[src/hw/rtl/tdi_pkg.sv]
// Package for the timestamped delay interpolator.
// Holds the widths, reset constants, the sequencer state type and the divider result type.
// It has no dependencies. All other files in hw/rtl use it.
package tdi_pkg;

   localparam int RING_DEPTH = 64;
   localparam int TIME_W     = 48;
   localparam int DELTA_W    = 20;
   localparam int LAG_W      = 24;
   localparam int POS_W      = 32;
   localparam int FRAC_W     = 16;
   localparam int WORD_W     = TIME_W + 3 * POS_W;

   localparam logic [LAG_W-1:0]  LAG_RESET = LAG_W'(500000);
   localparam logic [FRAC_W:0]   ONE_Q16   = {1'b1, {FRAC_W{1'b0}}};

   // Sequencer states of the top level.
   typedef enum logic [3:0] {
      ST_IDLE,
      ST_WRITE,
      ST_WALK_RD,
      ST_WALK_CMP,
      ST_RD_A,
      ST_LD_A,
      ST_LD_B,
      ST_FRAC,
      ST_DIV,
      ST_MUL,
      ST_ADD,
      ST_DONE
   } state_type;

   // Result that the divider returns to the sequencer.
   typedef struct packed {
      logic              done;
      logic [FRAC_W-1:0] quot;
   } div_result_type;

endpackage

[src/hw/rtl/tdi_divider.sv]
// Restoring divider giving a 16-bit fraction num * 65536 / den for num below den.
// Depends on tdi_pkg. One quotient bit per cycle from a single compare and subtract.
module tdi_divider (
   input  logic                          clock,
   input  logic                          reset,
   input  logic                          start,
   input  logic [tdi_pkg::TIME_W-1:0]    num,
   input  logic [tdi_pkg::TIME_W-1:0]    den,
   output tdi_pkg::div_result_type       result
);
   localparam int CNT_W = $clog2(tdi_pkg::FRAC_W);

   logic                          busy_ff, busy_in;
   logic                          done_ff, done_in;
   logic [CNT_W-1:0]              cnt_ff, cnt_in;
   logic [tdi_pkg::TIME_W-1:0]    rem_ff, rem_in;
   logic [tdi_pkg::TIME_W-1:0]    den_ff, den_in;
   logic [tdi_pkg::FRAC_W-1:0]    quot_ff, quot_in;
   logic [tdi_pkg::TIME_W:0]      shifted;
   logic [tdi_pkg::TIME_W:0]      diff;

   // One shift, compare and subtract step.
   always_comb begin
      shifted = {rem_ff, 1'b0};
      diff    = shifted - {1'b0, den_ff};
      busy_in = busy_ff;
      done_in = 1'b0;
      cnt_in  = cnt_ff;
      rem_in  = rem_ff;
      den_in  = den_ff;
      quot_in = quot_ff;
      if (start) begin
         busy_in = 1'b1;
         cnt_in  = '0;
         rem_in  = num;
         den_in  = den;
      end else if (busy_ff) begin
         if (shifted >= {1'b0, den_ff}) begin
            rem_in  = diff[tdi_pkg::TIME_W-1:0];
            quot_in = {quot_ff[tdi_pkg::FRAC_W-2:0], 1'b1};
         end else begin
            rem_in  = shifted[tdi_pkg::TIME_W-1:0];
            quot_in = {quot_ff[tdi_pkg::FRAC_W-2:0], 1'b0};
         end
         cnt_in = cnt_ff + CNT_W'(1);
         if (cnt_ff == CNT_W'(tdi_pkg::FRAC_W - 1)) begin
            busy_in = 1'b0;
            done_in = 1'b1;
         end
      end
   end

   always_ff @(posedge clock) begin
      if (reset) begin
         busy_ff <= 1'b0;
         done_ff <= 1'b0;
         cnt_ff  <= '0;
      end else begin
         busy_ff <= busy_in;
         done_ff <= done_in;
         cnt_ff  <= cnt_in;
      end
   end

   always_ff @(posedge clock) begin
      rem_ff  <= rem_in;
      den_ff  <= den_in;
      quot_ff <= quot_in;
   end

   assign result.done = done_ff;
   assign result.quot = quot_ff;
endmodule

[config.mk]
export PLATFORM = sky130hd
export DESIGN_NAME = tdi_divider
export DESIGN_NICKNAME = d
export VERILOG_FILES = /design/src/hw/rtl/tdi_pkg.sv /design/src/hw/rtl/tdi_divider.sv
export SDC_FILE = /design/constraint.sdc
export NUM_CORES = 1
export LEC_CHECK = 0
export BUFFER_PORTS_ARGS = -buffer_cell sky130_fd_sc_hd__buf_2
export CORE_MARGIN = 2
export CORE_UTILIZATION = 36
export CTS_CLUSTER_DIAMETER = 100
export DETAILED_ROUTE_END_ITERATION = 10
export GPL_TIMING_DRIVEN = 0
export PLACE_DENSITY = 0.64
export SYNTH_ARGS = -nofsm -noshare
export SYNTH_HDL_FRONTEND = slang
export SYNTH_SLANG_ARGS = --single-unit
[constraint.sdc]
create_clock -name clock -period 5.2 [get_ports clock]
set_input_delay 0.78 -clock clock [delete_from_list [all_inputs] [get_ports clock]]
set_output_delay 0.78 -clock clock [all_outputs]
set_load 0.05 [all_outputs]
==> impl_metrics.json, run 1 <==
{
  "muxShareOfSynthArea_pct": 7.71,
  "critPathKind": "primary input to flop",
  "grt_pass1_vias": 6276,
  "synth-adder-area-share_pct": 8.10,
  "relSlewSlack_pct": 15.7,
  "io_buffers": 115,
  "power_per_cell_area_nw_per_um2": 508,
  "path_common_cell": "clkbuf_1",
  "syn_to_final_growth_pct": 19.3,
  "crit_family": "buffers and inverters",
  "synthXorXnorAreaFrac_pct": 4.37,
  "finalHoldViolCount": 0,
  "path_max_fanout": 49,
  "cts_sinks": 118,
  "htreeDepth": 4,
  "synth-simple-area-share_pct": 12.8,
  "grt_max_degree": 50,
  "critPathSlowestCell": "or2_2",
  "postSynth.asyncResetShare_pct": 0,
  "grt_pass1_wl_microns": 33000,
  "synth.most_common_cell": "edfxtp_1",
  "critical_path_buf_inv_count": 4,
  "gp_congestion": 0.927,
  "routed_wl_microns": 21000,
  "cts_tree": "built",
  "clk_latency_ps": 430,
  "ios": 116,
  "worstPathArrival_ps": 4440,
  "coreArea_sq_um": 21200,
  "fin_area_sq_um": 9330,
  "drive_gt1_share_pct": 23.4,
  "antenna_found_initial": 0,
  "critPathMaxStageDelay_ps": 1080,
  "cp-end-kind": "flop",
  "hold_path.class": "flop to flop",
  "grtUsageTotal_pct": 18.9,
  "synth.net_count": 901,
  "drc": 0,
  "critPathRequiredTime_ps": 5230,
  "ff2ff_path_depth": 10,
  "antenna_left": 0,
  "antenna_cells": 0,
  "rsz0062_at_grt": "false",
  "holdCritStartpoint": "quot_ff[4]",
  "dpl_cell_area_sq_um": 8740,
  "clockBufferDepth": 2,
  "wire_per_inst_microns": 17.9,
  "synth_top_area_share_pct": 43.0,
  "hold_end": "quot_ff[5]",
  "core.rowCount": 53,
  "status": "finished clean",
  "avgSynthCellArea_sq_um": 10.4,
  "fp.dieH_microns": 151,
  "min_period_over_period_pct": 84.8,
  "r2r-end": "rem_ff[40]",
  "setup_tns_ps": 0,
  "worstSetupStartpointType": "primary input",
  "ctsHoldBuffers": 0,
  "crit_chain": "buf_2 > clkbuf_1 > clkbuf_1 > clkbuf_1 > or2_2",
  "regToRegStartpoint": "rem_ff[18]",
  "ff2ff_setup_slack_ps": 1100,
  "synth_compound_area_share_pct": 17.0,
  "fmax_mhz": 227,
  "whs_ps": 440,
  "ys_top_cells_by_count": "edfxtp_1, a21oi_1, inv_1",
  "drv_slew": 0,
  "setup_viol_count_final": 0,
  "clk_pin_slew_ps": 70,
  "p_leak_nw": 3.89,
  "synth.distinct_cells": 70,
  "yosysWarnings": 0,
  "die_w_microns": 151,
  "drt-pass1-iter-count": 5,
  "root_buffer": "clkbuf_16",
  "ys_ff_latch": 118,
  "start_util_pct": 37.0,
  "cts_setup_buffers": 0,
  "nets": 1035,
  "cts.repair.resized": 0,
  "die_area_sq_um": 22900,
  "hold_depth": 0,
  "synthCells": 752,
  "yosys_most_used_dff": "edfxtp_1",
  "worst_pin_slew_ps": 1260,
  "cap_violations": 0,
  "dp_hpwl_microns": 15300,
  "min_period_ps": 4410,
  "post_drt_via_cell_ratio": 5.38,
  "synthTopCellsByArea": "edfxtp_1, ha_1, mux2_2",
  "drt-initial-drc-count": 552,
  "grt_overflow": 0,
  "peakVddDrop_uv": 244,
  "vias": 6320,
  "cts_buffers": 17,
  "synth_edf_count": 112,
  "skew_ps": 14.8,
  "syn_area_sq_um": 7820,
  "yosys.area.top_type": "edfxtp_1",
  "synth-seq-area-share_pct": 44.6,
  "synth_top_family_by_area": "compound AO/OA/AOI/OAI gates"
}
-- layer usage --
| layer | up-vias | track usage, % | wire [microns] |
|---|---|---|---|
| met5 | - | 0 | 0 |
| met3 | 44 | 3.40 | 1050 |
| met4 | 0 | 6.82 | 543 |
| met1 | 2995 | 26.5 | 10000 |
| met2 | 200 | 29.3 | 9330 |
| li1 | 3081 | - | - |
-- worst max-delay path by stage --
stage | start | end | slack [ps] | cells past startpoint
after floorplan | rem_ff[23] | rem_ff[10] | 1810 | 12
after global placement | start | rem_ff[14] | 360 | 5
after detailed placement | start | rem_ff[15] | 280 | 5
after CTS | start | rem_ff[14] | 740 | 5
after global routing | start | rem_ff[3] | 540 | 5
final | start | rem_ff[14] | 790 | 5
-- kinds of logic (layout without fill, tap and decap cells) --
kind of cell,after synthesis,after routing
simple gates,192,192
flops,118,118
xor+xnor,39,39
mux,54,54
buf+inv,100,247
compound gates,199,199
fa+ha+maj,50,50
-- registers in the layout (all words and copies together) (netlist names) --
signal	flops
quot_ff	16
done_ff	1
busy_ff	1
rem_ff	48
cnt_ff	4
den_ff	48
-- power by group --
part	total [mW]	switching, mW	internal [mW]	leakage, nW
registers	1.36	0.0885	1.28	1.15
clock network	1.18	0.471	0.705	0.269
logic	2.20	1.25	0.947	2.47
total	4.74	1.81	2.93	3.89
-- cells in the final DEF, fill, tap and decap left out, drive strengths merged, types with 3 or more instances in the layout --
master / n
buf: 127
edfxtp: 112
a21oi: 68
inv: 67
mux2: 50
ha: 49
nand2: 47
clkbuf: 40
o21ai: 36
nor2: 35
a21o: 24
xnor2: 21
nand4: 20
nor3: 18
xor2: 18
nor2b: 15
nand3: 13
o21bai: 9
nor3b: 9
or3: 8
a221o: 8
o21a: 6
and3: 6
dfxtp: 6
a211oi: 6
clkinv: 6
a31oi: 5
clkinvlp: 5
o31ai: 5
a2111oi: 5
o211ai: 4
nand2b: 4
mux2i: 4
or2: 4
nor4: 3
o2111ai: 3
-- through the flow --
stage | util [%] | power, mW | worst slack, ps | std cells
final | 44.1 | 4.74 | 792 | 1174
after global routing | 44.1 | 5.06 | 538 | 1174
after CTS | 44.1 | 4.74 | 736 | 1174
after detailed placement | 41.3 | 3.54 | 283 | 1142
after global placement | 41.3 | 3.51 | 364 | 1142
after floorplan | - | 3.03 | 1810 | 752
-- layout make-up --
type / instances / area, sq um
Buffer: 35 / 184
Clock buffer: 17 / 425
Clock inverter: 15 / 155
Fill cell: 2016 / 11800
Inverter: 65 / 246
Multi-Input combinational cell: 534 / 3910
Sequential cell: 118 / 3480
Tap cell: 275 / 344
Timing Repair Buffer: 115 / 576
No activity file was read; power rests on OpenSTA's default activity.
==> run 2: changes to the inputs <==
Clock period 5.2 ns to 4.53 ns, I/O delays scaled along.
==> run 2 against run 1 <==
  * Die area unchanged
  * Sequential power increased by 15%
  * First-iteration DRC count rose by 6.3%
  * Clock power grew 14%
  * Routed wire length about the same
  * Hold slack worse by 20 ps
==> impl_metrics.json, run 2 (synthesis gave the netlist of run 1 again) <==
{
  "status": "finished clean",
  "cp-end-kind": "flop",
  "drt-pass1-iter-count": 5,
  "grt_max_degree": 50,
  "hold_depth": 2,
  "hold_end": "busy_ff",
  "min_period_ps": 4100,
  "drive_gt1_share_pct": 23.4,
  "crit_chain": "ha_1 > buf_4 > nand4_1 > or3_1 > a211oi_2 > o2111ai_2 > a2111oi_4 > nor2_4 > nor2_1 > a221o_1",
  "cts_tree": "built",
  "relSlewSlack_pct": 20.6,
  "antenna_found_initial": 0,
  "start_util_pct": 37.0,
  "min_period_over_period_pct": 90.5,
  "coreArea_sq_um": 21200,
  "rsz0062_at_grt": "false",
  "ff2ff_setup_slack_ps": 430,
  "whs_ps": 420,
  "post_drt_via_cell_ratio": 5.38,
  "ff2ff_path_depth": 10,
  "cap_violations": 0,
  "cts_buffers": 17,
  "fp.dieH_microns": 151,
  "worstPathArrival_ps": 4390,
  "grt_pass1_vias": 6276,
  "p_leak_nw": 3.89,
  "drt-initial-drc-count": 587,
  "grt_overflow": 0,
  "worst_pin_slew_ps": 1190,
  "worstSetupStartpointType": "flop",
  "wire_per_inst_microns": 17.8,
  "gp_congestion": 0.927,
  "setup_viol_count_final": 0,
  "power_per_cell_area_nw_per_um2": 583,
  "path_max_fanout": 8,
  "peakVddDrop_uv": 281,
  "root_buffer": "clkbuf_16",
  "place_inst": 1142,
  "r2r-end": "rem_ff[40]",
  "critPathMaxStageDelay_ps": 780,
  "holdCritStartpoint": "reset",
  "drc": 0,
  "antenna_left": 0,
  "syn_to_final_growth_pct": 19.3,
  "routed_wl_microns": 20900,
  "critPathKind": "flop to flop",
  "critPathSlowestCell": "a2111oi_4",
  "fin_area_sq_um": 9330,
  "core.rowCount": 53,
  "skew_ps": 14.0,
  "htreeDepth": 4,
  "drv_slew": 0,
  "layout_common_cells": "buf_2, edfxtp_1, a21oi_1",
  "nets": 1035,
  "ios": 116,
  "clockBufferDepth": 2,
  "cts_sinks": 118,
  "clk_latency_ps": 430,
  "grt_pass1_wl_microns": 33000,
  "die_area_sq_um": 22900,
  "critPathRequiredTime_ps": 4820,
  "dpl_cell_area_sq_um": 8740,
  "vias": 6324,
  "hold_path.class": "primary input to flop",
  "finalHoldViolCount": 0,
  "final_common_cell": "buf_2",
  "largestRegisters": "den_ff: 48 flops, rem_ff: 48 flops, quot_ff: 16 flops",
  "die_w_microns": 151,
  "dp_hpwl_microns": 15300,
  "setup_tns_ps": 0,
  "final_core_util_pct": 44.1,
  "regToRegStartpoint": "rem_ff[18]",
  "final_cells": 1175,
  "grtUsageTotal_pct": 18.9,
  "fmax_mhz": 244,
  "clk_pin_slew_ps": 70,
  "io_buffers": 115
}
==> run 2: cell type report <==
type                            instances  area [sq um]
Timing Repair Buffer                  115           576
Antenna cell                            1          2.50
Multi-Input combinational cell        534          3920
Buffer                                 35           184
Tap cell                              275           344
Inverter                               65           246
Fill cell                            2014         11800
Clock inverter                         15           155
Sequential cell                       118          3480
Clock buffer                           17           425
==> run 2: timing repair <==
| item | 4_1_cts | 5_1_grt |
|---|---|---|
| hold buffers | 0 | 0 |
| buffers inserted | 0 | 0 |
| resized for setup | 0 | 1 |
| setup endpoints to repair | 0 | 48 |
| endpoints found under the hold margin | 0 | 0 |
==> run 2: metal layers <==
metal  global-route usage, %  wire length (microns)  up-vias
met2                    29.3                   9370      194
met1                    26.5                   9970     3007
li1                        -                      -     3083
met5                       0                      0        -
met4                    6.82                    510        0
met3                    3.40                   1100       40
==> run 2: worst max path at each step <==
stage               startpoint    endpoint  slack (ps)  cells after the start
floorplan           rem_ff[23]  rem_ff[10]        1140                     12
global placement         start  rem_ff[14]        -210                      5
detailed placement       start  rem_ff[15]        -290                      5
CTS                      start  rem_ff[14]         170                      5
global route        rem_ff[17]  rem_ff[17]         240                     12
finish              rem_ff[18]  rem_ff[40]         430                     10
==> run 2: power breakdown <==
part	total (mW)	switching, mW	internal [mW]
Combinational	2.53	1.44	1.09
Clock	1.35	0.541	0.810
Sequential	1.57	0.101	1.46
==> run 2: worst max-delay path, delay by kind of cell, from the launching register on <==
| family | cells | cell delay (ps) |
|---|---|---|
| buffers and inverters | 1 | 150 |
| adder cells (fa/ha/maj) | 1 | 300 |
| AND/OR/NAND/NOR | 4 | 1390 |
| AO/OA/AOI/OAI | 4 | 1700 |
| flip-flops | 1 | 410 |
==> run 2: through the flow <==
step                worst slack (ps)  total power, mW
finish                           429             5.44
global placement                -206             4.03
detailed placement              -286             4.07
floorplan                       1140             3.48
CTS                              167             5.44
global route                     244             5.81
